`config.mk`:
```
export PLATFORM = sky130hd
export DESIGN_NAME = charstring_token_encoder_core
export DESIGN_NICKNAME = d
export VERILOG_FILES = /design/src/hw/rtl/cte_pkg.sv /design/src/hw/rtl/charstring_token_encoder_core.sv /design/src/hw/rtl/cte_front.sv /design/src/hw/rtl/cte_queue.sv /design/src/hw/rtl/cte_back.sv
export SDC_FILE = /design/constraint.sdc
export NUM_CORES = 1
export LEC_CHECK = 0
export BUFFER_PORTS_ARGS = -buffer_cell sky130_fd_sc_hd__buf_2
export CAP_MARGIN = 20
export CORE_MARGIN = 2
export CORE_UTILIZATION = 40
export DETAILED_ROUTE_END_ITERATION = 8
export GPL_ROUTABILITY_DRIVEN = 0
export HOLD_SLACK_MARGIN = 0.12
export MAX_ROUTING_LAYER = met4
export PLACE_DENSITY = 0.64
export REMOVE_ABC_BUFFERS = 1
export SYNTH_ARGS = -nofsm -noshare
export SYNTH_HDL_FRONTEND = slang
export SYNTH_SLANG_ARGS = --single-unit
```
`constraint.sdc`:
```
create_clock -name clock -period 10.9 [get_ports clock]
set_input_delay 1.635 -clock clock [delete_from_list [all_inputs] [get_ports clock]]
set_output_delay 1.635 -clock clock [all_outputs]
set_load 0.05 [all_outputs]
```
`src/hw/rtl/cte_pkg.sv`:
```
// shared types and constants for the charstring token encoder
package cte_pkg;

   // default sizes
   localparam int MASK_BITS_DEFAULT   = 64;
   localparam int QUEUE_DEPTH_DEFAULT = 2;

   // body byte count field, wide enough for a full 64-bit hint mask
   localparam int CNT_W = 4;

   // token kinds carried on the request channel
   typedef enum logic [1:0] {
      MODE_OPERAND   = 2'd0,
      MODE_OPERATOR  = 2'd1,
      MODE_HINT_MASK = 2'd2
   } mode_type;

   // operand range limits
   localparam logic signed [31:0] OPND_SMALL_MAX = 32'sd107;
   localparam logic signed [31:0] OPND_SMALL_MIN = -32'sd107;
   localparam logic signed [31:0] OPND_SHORT_LO  = 32'sd108;
   localparam logic signed [31:0] OPND_SHORT_HI  = 32'sd1131;
   localparam logic signed [31:0] OPND_NSHORT_LO = -32'sd1131;
   localparam logic signed [31:0] OPND_NSHORT_HI = -32'sd108;
   localparam logic signed [31:0] OPND_INT16_MIN = -32'sd32768;
   localparam logic signed [31:0] OPND_INT16_MAX = 32'sd32767;

   // encoding bytes
   localparam logic [7:0]  BYTE_BIAS     = 8'd139;
   localparam logic [7:0]  LEAD_POS      = 8'd247;
   localparam logic [7:0]  LEAD_NEG      = 8'd251;
   localparam logic [7:0]  LEAD_SHORTINT = 8'd28;
   localparam logic [7:0]  OP_ESCAPE     = 8'd12;
   localparam logic [7:0]  OP_HINTMASK   = 8'd19;
   localparam logic [15:0] SHORT_BIAS    = 16'd108;
   localparam logic [15:0] SHORT_BIAS_M1 = 16'd107;

   // control part of one classified token
   typedef struct packed {
      logic             range_error;
      logic [7:0]       header;
      logic [CNT_W-1:0] body_bytes;
   } token_ctl_type;

endpackage

```
`src/hw/rtl/charstring_token_encoder_core.sv`:
```
// top level of the charstring token encoder: front end, token queue, back end
// a request's first response byte passes through the queue, then the output register
// throughput: one response byte per cycle while rsp_stall is low; a token's run holds
//   1 to 3 bytes for operands and operators, 2 to 1+ceil(MASK_BITS/8) for hint masks
// the back end's one-byte-per-cycle output register sets the rate; the queue lets
//   requests be taken while a long run is still being played out
// reset (synchronous, active high) empties the queue and drops any partly sent run
module charstring_token_encoder_core
   import cte_pkg::*;
#(
   parameter int MASK_BITS   = MASK_BITS_DEFAULT,
   parameter int QUEUE_DEPTH = QUEUE_DEPTH_DEFAULT
) (
   input  logic               clock,
   input  logic               reset,
   // request channel
   input  logic               req_valid,
   output logic               req_stall,
   input  logic [1:0]         req_mode,
   input  logic signed [31:0] req_operand_value,
   input  logic [15:0]        req_operator_code,
   input  logic [63:0]        req_mask_bits,
   input  logic [6:0]         req_hint_count,
   // response channel
   output logic               rsp_valid,
   input  logic               rsp_stall,
   output logic [7:0]         rsp_out_byte,
   output logic               rsp_last,
   output logic               rsp_range_error
);

   // body must hold the whole mask, and at least the two bytes of a 16-bit operand
   localparam int MASK_BYTES = (MASK_BITS + 7) / 8;
   localparam int BODY_BYTES = (MASK_BYTES > 2) ? MASK_BYTES : 2;
   localparam int BODY_W     = BODY_BYTES * 8;
   localparam int ENTRY_W    = $bits(token_ctl_type) + BODY_W;

   // front end to queue
   logic               q_full;
   logic               q_push;
   token_ctl_type      push_ctl;
   logic [BODY_W-1:0]  push_body;

   // queue to back end
   logic               q_not_empty;
   logic               q_pop;
   logic [ENTRY_W-1:0] pop_data;
   token_ctl_type      pop_ctl;
   logic [BODY_W-1:0]  pop_body;

   // classify the request into header byte, body bytes and error flag
   cte_front #(
      .MASK_BITS  (MASK_BITS),
      .BODY_BYTES (BODY_BYTES)
   ) u_front (
      .req_valid         (req_valid),
      .req_stall         (req_stall),
      .req_mode          (req_mode),
      .req_operand_value (req_operand_value),
      .req_operator_code (req_operator_code),
      .req_mask_bits     (req_mask_bits),
      .req_hint_count    (req_hint_count),
      .q_full            (q_full),
      .q_push            (q_push),
      .q_ctl             (push_ctl),
      .q_body            (push_body)
   );

   // decouples request intake from byte play-out
   cte_queue #(
      .WIDTH (ENTRY_W),
      .DEPTH (QUEUE_DEPTH)
   ) u_queue (
      .clock     (clock),
      .reset     (reset),
      .push      (q_push),
      .push_data ({push_ctl, push_body}),
      .full      (q_full),
      .pop       (q_pop),
      .not_empty (q_not_empty),
      .pop_data  (pop_data)
   );

   assign pop_ctl  = token_ctl_type'(pop_data[ENTRY_W-1:BODY_W]);
   assign pop_body = pop_data[BODY_W-1:0];

   // header first, then body bytes most significant first
   cte_back #(
      .BODY_BYTES (BODY_BYTES)
   ) u_back (
      .clock           (clock),
      .reset           (reset),
      .q_valid         (q_not_empty),
      .q_ctl           (pop_ctl),
      .q_body          (pop_body),
      .q_pop           (q_pop),
      .rsp_valid       (rsp_valid),
      .rsp_stall       (rsp_stall),
      .rsp_out_byte    (rsp_out_byte),
      .rsp_last        (rsp_last),
      .rsp_range_error (rsp_range_error)
   );

endmodule

```
`src/hw/rtl/cte_front.sv`:
```
// front end: takes requests and turns each into a header byte plus body bytes
module cte_front
   import cte_pkg::*;
#(
   parameter int MASK_BITS  = MASK_BITS_DEFAULT,
   parameter int BODY_BYTES = 8
) (
   input  logic                        req_valid,
   output logic                        req_stall,
   input  logic [1:0]                  req_mode,
   input  logic signed [31:0]          req_operand_value,
   input  logic [15:0]                 req_operator_code,
   input  logic [63:0]                 req_mask_bits,
   input  logic [6:0]                  req_hint_count,
   input  logic                        q_full,
   output logic                        q_push,
   output token_ctl_type               q_ctl,
   output logic [BODY_BYTES*8-1:0]     q_body
);

   localparam logic [6:0] MASK_BITS_W = 7'(MASK_BITS);

   logic        keep;
   logic [15:0] op16;
   logic [15:0] pos_v;
   logic [15:0] neg_v;
   logic [6:0]  cnt_sat;
   logic [6:0]  cnt_round;
   logic [CNT_W-1:0] nbytes;

   assign op16      = req_operand_value[15:0];
   assign pos_v     = op16 - SHORT_BIAS;
   // -(v + 108) == ~v - 107
   assign neg_v     = ~op16 - SHORT_BIAS_M1;
   assign cnt_sat   = (req_hint_count > MASK_BITS_W) ? MASK_BITS_W : req_hint_count;
   assign cnt_round = cnt_sat + 7'd7;

   always_comb begin
      nbytes = CNT_W'(cnt_round[6:3]);
      if (nbytes == '0) begin
         nbytes = CNT_W'(1);
      end
   end

   always_comb begin
      keep   = 1'b1;
      q_ctl  = '0;
      q_body = '0;
      case (mode_type'(req_mode))
         MODE_OPERAND: begin
            if (req_operand_value >= OPND_SMALL_MIN && req_operand_value <= OPND_SMALL_MAX) begin
               q_ctl.header = op16[7:0] + BYTE_BIAS;
            end else if (req_operand_value >= OPND_SHORT_LO &&
                         req_operand_value <= OPND_SHORT_HI) begin
               q_ctl.header     = LEAD_POS + {6'd0, pos_v[9:8]};
               q_body[7:0]      = pos_v[7:0];
               q_ctl.body_bytes = CNT_W'(1);
            end else if (req_operand_value >= OPND_NSHORT_LO &&
                         req_operand_value <= OPND_NSHORT_HI) begin
               q_ctl.header     = LEAD_NEG + {6'd0, neg_v[9:8]};
               q_body[7:0]      = neg_v[7:0];
               q_ctl.body_bytes = CNT_W'(1);
            end else if (req_operand_value >= OPND_INT16_MIN &&
                         req_operand_value <= OPND_INT16_MAX) begin
               q_ctl.header     = LEAD_SHORTINT;
               q_body[15:0]     = op16;
               q_ctl.body_bytes = CNT_W'(2);
            end else begin
               q_ctl.range_error = 1'b1;
            end
         end
         MODE_OPERATOR: begin
            if (req_operator_code[15:8] == OP_ESCAPE) begin
               q_ctl.header     = OP_ESCAPE;
               q_body[7:0]      = req_operator_code[7:0];
               q_ctl.body_bytes = CNT_W'(1);
            end else begin
               q_ctl.header = req_operator_code[7:0];
            end
         end
         MODE_HINT_MASK: begin
            q_ctl.header              = OP_HINTMASK;
            q_body[MASK_BITS-1:0]     = req_mask_bits[MASK_BITS-1:0];
            q_ctl.body_bytes          = nbytes;
         end
         default: begin
            // unused mode: taken and dropped
            keep = 1'b0;
         end
      endcase
   end

   assign req_stall = q_full;
   assign q_push    = req_valid && !q_full && keep;

endmodule

```
`src/hw/rtl/cte_queue.sv`:
```
// small register queue between the front and back ends
module cte_queue
   import cte_pkg::*;
#(
   parameter int WIDTH = 16,
   parameter int DEPTH = QUEUE_DEPTH_DEFAULT
) (
   input  logic             clock,
   input  logic             reset,
   input  logic             push,
   input  logic [WIDTH-1:0] push_data,
   output logic             full,
   input  logic             pop,
   output logic             not_empty,
   output logic [WIDTH-1:0] pop_data
);

   localparam int PTR_W = (DEPTH > 1) ? $clog2(DEPTH) : 1;
   localparam int CNT_QW = $clog2(DEPTH + 1);
   localparam logic [PTR_W-1:0]  LAST_PTR = PTR_W'(DEPTH - 1);
   localparam logic [CNT_QW-1:0] DEPTH_CNT = CNT_QW'(DEPTH);

   logic [WIDTH-1:0]  entries_ff [DEPTH];
   logic [PTR_W-1:0]  wr_ptr_ff, wr_ptr_in;
   logic [PTR_W-1:0]  rd_ptr_ff, rd_ptr_in;
   logic [CNT_QW-1:0] count_ff, count_in;
   logic              do_push, do_pop;

   assign full      = (count_ff == DEPTH_CNT);
   assign not_empty = (count_ff != '0);
   assign pop_data  = entries_ff[rd_ptr_ff];
   assign do_push   = push && !full;
   assign do_pop    = pop && not_empty;

   always_comb begin
      wr_ptr_in = wr_ptr_ff;
      rd_ptr_in = rd_ptr_ff;
      count_in  = count_ff;
      if (do_push) begin
         wr_ptr_in = (wr_ptr_ff == LAST_PTR) ? '0 : wr_ptr_ff + PTR_W'(1);
      end
      if (do_pop) begin
         rd_ptr_in = (rd_ptr_ff == LAST_PTR) ? '0 : rd_ptr_ff + PTR_W'(1);
      end
      if (do_push && !do_pop) begin
         count_in = count_ff + CNT_QW'(1);
      end else if (do_pop && !do_push) begin
         count_in = count_ff - CNT_QW'(1);
      end
   end

   always_ff @(posedge clock) begin
      if (reset) begin
         wr_ptr_ff <= '0;
         rd_ptr_ff <= '0;
         count_ff  <= '0;
      end else begin
         wr_ptr_ff <= wr_ptr_in;
         rd_ptr_ff <= rd_ptr_in;
         count_ff  <= count_in;
      end
   end

   always_ff @(posedge clock) begin
      if (do_push) begin
         entries_ff[wr_ptr_ff] <= push_data;
      end
   end

   a_count_bound: assert property (@(posedge clock) disable iff (reset)
      count_ff <= DEPTH_CNT)
      else $error("queue occupancy beyond depth");

   a_push_grows: assert property (@(posedge clock) disable iff (reset)
      (do_push && !do_pop) |=> (count_ff == $past(count_ff) + CNT_QW'(1)))
      else $error("queue occupancy did not grow on push");

endmodule

```
`src/hw/rtl/cte_back.sv`:
```
// back end: plays out one token as a run of response bytes
module cte_back
   import cte_pkg::*;
#(
   parameter int BODY_BYTES = 8
) (
   input  logic                    clock,
   input  logic                    reset,
   input  logic                    q_valid,
   input  token_ctl_type           q_ctl,
   input  logic [BODY_BYTES*8-1:0] q_body,
   output logic                    q_pop,
   output logic                    rsp_valid,
   input  logic                    rsp_stall,
   output logic [7:0]              rsp_out_byte,
   output logic                    rsp_last,
   output logic                    rsp_range_error
);

   localparam int IDX_W = (BODY_BYTES > 1) ? $clog2(BODY_BYTES) : 1;

   typedef enum logic {
      ST_HEAD,
      ST_BODY
   } state_type;

   state_type                   state_ff, state_in;
   logic [CNT_W-1:0]            rem_ff, rem_in;
   logic [BODY_BYTES-1:0][7:0]  body_ff, body_in;
   logic                        valid_ff, valid_in;
   logic [7:0]                  byte_ff, byte_in;
   logic                        last_ff, last_in;
   logic                        err_ff, err_in;
   logic                        load_ok;
   logic [CNT_W-1:0]            rem_less;
   logic [IDX_W-1:0]            body_idx;

   assign load_ok  = !valid_ff || !rsp_stall;
   assign rem_less = rem_ff - CNT_W'(1);
   assign body_idx = rem_less[IDX_W-1:0];
   assign q_pop    = load_ok && (state_ff == ST_HEAD) && q_valid;

   always_comb begin
      state_in = state_ff;
      rem_in   = rem_ff;
      body_in  = body_ff;
      valid_in = valid_ff;
      byte_in  = byte_ff;
      last_in  = last_ff;
      err_in   = err_ff;
      if (load_ok) begin
         valid_in = 1'b0;
      end
      case (state_ff)
         ST_HEAD: begin
            if (q_pop) begin
               valid_in = 1'b1;
               byte_in  = q_ctl.header;
               last_in  = (q_ctl.body_bytes == '0);
               err_in   = q_ctl.range_error;
               body_in  = q_body;
               rem_in   = q_ctl.body_bytes;
               if (q_ctl.body_bytes != '0) begin
                  state_in = ST_BODY;
               end
            end
         end
         ST_BODY: begin
            if (load_ok) begin
               valid_in = 1'b1;
               byte_in  = body_ff[body_idx];
               last_in  = (rem_ff == CNT_W'(1));
               err_in   = 1'b0;
               rem_in   = rem_less;
               if (rem_ff == CNT_W'(1)) begin
                  state_in = ST_HEAD;
               end
            end
         end
         default: begin
            state_in = ST_HEAD;
         end
      endcase
   end

   always_ff @(posedge clock) begin
      if (reset) begin
         state_ff <= ST_HEAD;
         valid_ff <= 1'b0;
         rem_ff   <= '0;
      end else begin
         state_ff <= state_in;
         valid_ff <= valid_in;
         rem_ff   <= rem_in;
      end
      body_ff <= body_in;
      byte_ff <= byte_in;
      last_ff <= last_in;
      err_ff  <= err_in;
   end

   assign rsp_valid       = valid_ff;
   assign rsp_out_byte    = byte_ff;
   assign rsp_last        = last_ff;
   assign rsp_range_error = err_ff;

   a_err_alone: assert property (@(posedge clock) disable iff (reset)
      (valid_ff && err_ff) |-> (last_ff && byte_ff == '0 && state_ff == ST_HEAD))
      else $error("range error response not a lone final byte");

   a_body_left: assert property (@(posedge clock) disable iff (reset)
      (state_ff == ST_BODY) |-> (rem_ff != '0))
      else $error("body state with no bytes left");

endmodule
```
# Word-level counts from Yosys, hierarchy flattened
# Memories as Yosys holds them, arrays and structs flattened. A register that Yosys moved wholly into a read port is not among the register bits.
# Cells that the tools add are included.
# totals
ff_bits,84
latchBits,0
ramBits,154
mem_bits_ro,0
out_inout_bits,12
mem_count,1
# mem_list
memory,words,width,read_ports,rd_ports_with_merged_regs,wr,line_no,source
u_queue.entries_ff,2,77,1,1,1,cte_queue.sv:23,logic [WIDTH-1:0] entries_ff [DEPTH];
# op_classes
n_addsub,11
multipliers,0
div,0
magnitude_cmp,10
eq_ne,7
shifts,0
muxes,57
bitwise,2
reduce_logical,27
# ops
op,n
$mux W8,10
$ge A32 B8 Y1 const B,2
$le A32 B8 Y1 const B,2
$mux W48,1
$pmux W12 S3,1
$ge A32 B12 Y1 const B,1
$ge A32 B16 Y1 const B,1
$le A32 B12 Y1 const B,1
$le A32 B16 Y1 const B,1
$mux W16,2
$pmux W8 S2,2
$bmux W8 S3,1
$mux W1,24
$mux W12,2
$pmux W8 S3,1
$sub A10 B7 Y10 const B,2
$mux W4,4
$logic_and A1 B1 Y1,12
$not A10 Y10,1
$mux W9,1
$add A8 B8 Y8 const B,1
$eq A8 B4 Y1 const B,1
$logic_not A4 Y1,2
$pmux W1 S2,4
other kinds (24),34

# Logic depth before layout (Yosys ltp)
# depth
word_depth,9
ltp_mapped,12

# By module
# A second synthesis with hierarchy kept.
# hier_totals
hier_cells,727
hier_area_um2,11029.3
# modules_own_cells
mod,n_inst,cells_each,area_per_inst_um2,seq_area_each_um2
cte_queue,1,265,5900.7,4724.5
cte_back,1,196,3271.9,2342.2
cte_front,1,266,1856.8,0.0

# Worst setup path before layout
# No wires, ideal clock.
# synth_timing
kind,input port to flip-flop
start,input req_mode[0]
end,"memory u_queue.entries_ff[0][0] in the netlist's numbering, enable pin"
t_arrival_ns,5.659
required_time_ns,10.378
path_slack_ns,4.719
stages,5
path_buffers,1
cell_sequence,clkbuf_1 > inv_1 > o21ai_0 > nor2_1 > nor2b_1
# synth_between
elab_chain_len,7
word_cells_on_any_way,9
cone_classes,eq/ne (2); mux (3); reduce/logical (4)
# synth_lines
item,line_no,source
"start, declared",charstring_token_encoder_core.sv:19,"input logic [1:0] req_mode,"
$eq A2 B1 Y1 (tied with other cells),cte_front.sv:49,case (mode_type'(req_mode))
$reduce_or A3 Y1 (no line) (*),-,
$mux W1 (*),cte_front.sv:49,
$logic_and A1 B1 Y1 (*),cte_front.sv:94,assign q_push = req_valid && !q_full && keep;
$logic_and A1 B1 Y1 (*),cte_queue.sv:32,assign do_push = push && !full;
via u_queue.do_push,cte_queue.sv:27,"logic do_push, do_pop;"
$mux W1 (*),cte_queue.sv:65,if (do_push) begin
$mux W1 (implied by the code) (*),cte_queue.sv:66,entries_ff[wr_ptr_ff] <= push_data;
"end, declared",cte_queue.sv:23,
# The timed path passes the listed nets; every way through them passes the cells marked *.

# Final worst setup path
# layout_timing
start,input req_operand_value[3]
end,memory u_queue.entries_ff[1][8] in the netlist's numbering (data pin)
# layout_between
elab_chain_len,7
word_cells_on_any_way,17
cone_classes,order compare (8); mux (5); reduce/logical (4)
# layout_lines
item,line_no,source
"start, declared",charstring_token_encoder_core.sv:20,"input logic signed [31:0] req_operand_value,"
$ge A32 B16 Y1 / $le A32 B16 Y1 (equally long branches),"cte_front.sv:63, cte_front.sv:64",
$logic_and A1 B1 Y1,cte_front.sv:63,end else if (req_operand_value >= OPND_INT16_MIN &&
$mux W16,cte_front.sv:63,
$mux W8,cte_front.sv:58,end else if (req_operand_value >= OPND_NSHORT_LO &&
$mux W8,cte_front.sv:53,end else if (req_operand_value >= OPND_SHORT_LO &&
$mux W16 (*),cte_front.sv:51,if (req_operand_value >= OPND_SMALL_MIN && req_operand_value <= OPND_SMALL_MAX) begin
$pmux W8 S2 (*),cte_front.sv:49,
via push_body[8],charstring_token_encoder_core.sv:42,logic [BODY_W-1:0] push_body;
# Marked as above.

==> flow_summary.yaml <==
worst_hold_path:
  hp-class: "register to register"
  min_from: "u_queue.count_ff[1]$_SDFFE_PP0P_"
  hold-path-cell-count: 2
  hold_end: "u_queue.count_ff[1]$_SDFFE_PP0P_"
grt:
  grt_pass1_vias: 6342
  grt-ovfl-total: 0
  antenna_found_initial: 0
  grt_pass1_wl_um: 34300
  grt_use_total: 0.161
  grt_max_degree: 83
finish:
  postLayoutCoreUtil: 0.472
  antennaDiodeCount: 0
  area_growth_pct: 16.3
  drive_gt1_frac: 0.315
  nFillCells: 2308
  nets: 978
  stdcell_area_mm2: 0.0123
setup_path:
  rr_worst_depth: 5
  r2r_start: "u_back.rem_ff[0]$_SDFFE_PP0P_"
  cp_max_fo: 12
  critPathLaunchType: "input port"
  crit_arrival_ps: 4450
  path_class: "input port to register"
  cp.required_ps: 11260
  timing.rr.end: "u_back.rsp_out_byte[4]$_DFFE_PP_"
  startpoint: "req_operand_value[3]"
  cp-end-kind: "register"
  rrSetupSlack_ps: 7940
synth:
  ys_seq_area_frac: 0.670
  yosys.cell_count.top_type: "edfxtp_1"
  synth-edff-count: 228
  async_flop_share: 0
  ys_ff_latch: 239
  synth_top_cell_by_area: "edfxtp_1"
  synth-warning-count: 0
  syn_inst: 709
  synth_top_area_frac: 0.649
  synth_ff_type: "edfxtp_1"
  synth_area_per_cell_um2: 14.9
  synth.area.top_cells: "edfxtp_1 65%, mux2_2 6.8%, mux4_2 3.4%"
  synth_common_cells: "228 x edfxtp_1, 64 x mux2_2, 49 x and3_1"
  yosys.cell_types.count: 56
  syn_area_mm2: 0.0105
floorplanning:
  start_util: 0.406
  core_mm2: 0.0260
  die_y_um: 166
  ioPinCount: 137
  die_w_um: 166
  dieArea_mm2: 0.0277
  rows: 59
placement:
  dpl-instance-area_mm2: 0.0116
  io_buffers: 136
  hpwl_um: 14400
  post-place-ws_ps: 6320
timing:
  fin_crit_ps: 4090
  fin_skew_ps: 7.41
  setup_viol: 0
  fmax_ghz: 0.245
  tns_ps: 0
  worstMarginPinSlew_ps: 1090
  rsz0062_at_grt: "no"
  drv_slew: 0
  holdWs_ps: 500
  maxSlewHeadroom: 0.271
  hold_violations: 0
  min_period_over_period: 0.375
  fin_ws_ps: 6810
route:
  drc_errors: 0
  first_iter_violations: 366
  routedWlPerCell_um: 18.6
  viasPerCell: 5.35
  ant_nets: 0
  firstDrtPassIters: 5
  via_count: 6372
  drt-total-wl_um: 22200
clock_network:
  cts_tree: "built"
  cts_buffer_depth: 3
  clkTransAtPathRegs_ps: 60
  post_cts_buffers: 0
  cts_sinks: 239
  cts_made_buffers: 23
  hold_buffers: 0
  root_buffer: "clkbuf_16"
  cts_resized: 0
  insertion_delay_ps: 500
  h-tree-depth: 1
pwr:
  vdd_drop_max_uv: 157
  p_leak_uw: 0.00455
  p_per_area_mw_per_mm2: 245
run_status:
  status: "finished, final reports clean"
job:
  drv_cap: 0
[worst max-delay path by stage]
| stage | to | slack [ps] | depth (start not counted) |
|---|---|---|---|
| floorplan | u_queue.entries_ff[0][0]$_DFFE_PP_ | 4430 | 4 |
| global placement | u_queue.entries_ff[0][12]$_DFFE_PP_ | 6430 | 10 |
| detailed placement | u_queue.entries_ff[1][8]$_DFFE_PP_ | 6320 | 10 |
| CTS | u_queue.entries_ff[0][8]$_DFFE_PP_ | 6850 | 10 |
| global route | u_queue.entries_ff[1][11]$_DFFE_PP_ | 6610 | 10 |
| finish | u_queue.entries_ff[1][8]$_DFFE_PP_ | 6810 | 10 |
[cells by family after synthesis]
logic type | Yosys count | share of synthesized area
buf+inv | 55 | 0.0215
flops | 239 | 0.670
compound gates | 110 | 0.0699
xor+xnor | 22 | 0.0183
fa+ha+maj | 14 | 0.0166
mux | 94 | 0.116
simple gates | 175 | 0.0879
[registers in the layout (all words and copies together) (netlist names), named ones only]
name	flops
u_back.rsp_out_byte	8
u_back.rsp_range_error	1
u_queue.wr_ptr_ff	1
u_back.body_ff	64
u_back.rsp_last	1
u_back.rsp_valid	1
u_back.state_ff	1
u_back.rem_ff	4
u_queue.rd_ptr_ff	1
u_queue.count_ff	2
u_queue.entries_ff	154
[power breakdown]
group          leakage, uW  internal, uW  switching [uW]
Combinational      0.00194           363             501
Clock             0.000347           412             322
Sequential         0.00226          1310             100
[final cells by class]
cell class | instances | area [um2] | area share
clock inverters | 16 | 110 | 0.00898
well taps | 335 | 419 | 0.0342
multi-input cells | 415 | 3270 | 0.267
inverters | 17 | 63.8 | 0.00520
repair buffers | 143 | 737 | 0.0601
flip-flops and latches | 239 | 7070 | 0.577
clock buffers | 26 | 587 | 0.0479
[critical path, cell delays in order]
cell and delay (ps):
buf_2 200, inv_1 130, ha_1 250, nor2b_1 170, o211a_1 220, o21a_1 180
o21bai_1 680, nand2_1 160, nor2_1 570, a22o_1 260
[metal layers]
metal | vias to the layer above | GRT usage | wire (um)
met5 | - | - | 0
met4 | 0 | 0.0394 | 414
met3 | 34 | 0.0191 | 1160
met2 | 204 | 0.252 | 10200
met1 | 3126 | 0.226 | 10400
li1 | 3008 | - | -
[per-stage QoR]
step                      std cells  total power (uW)
after CTS                      1190              3050
final                          1191              3010
after global placement         1148              2300
after global routing           1191              3160
after detailed placement       1148              2310
after floorplan                 671              2040
[layout by cell type, fill, tap and decap left out, types with 16 or more instances in the layout]
master,Yosys,routed
o21ai_0,24,24
and3_1,49,49
nor2_1,41,41
mux2_2,64,64
edfxtp_1,228,228
buf_2,3,136
nand2_1,26,26
mux4_2,16,16
inv_1,17,17
a21oi_1,22,22
clkbuf_16,0,23
Note: power is estimated with default switching activity, not from simulation.
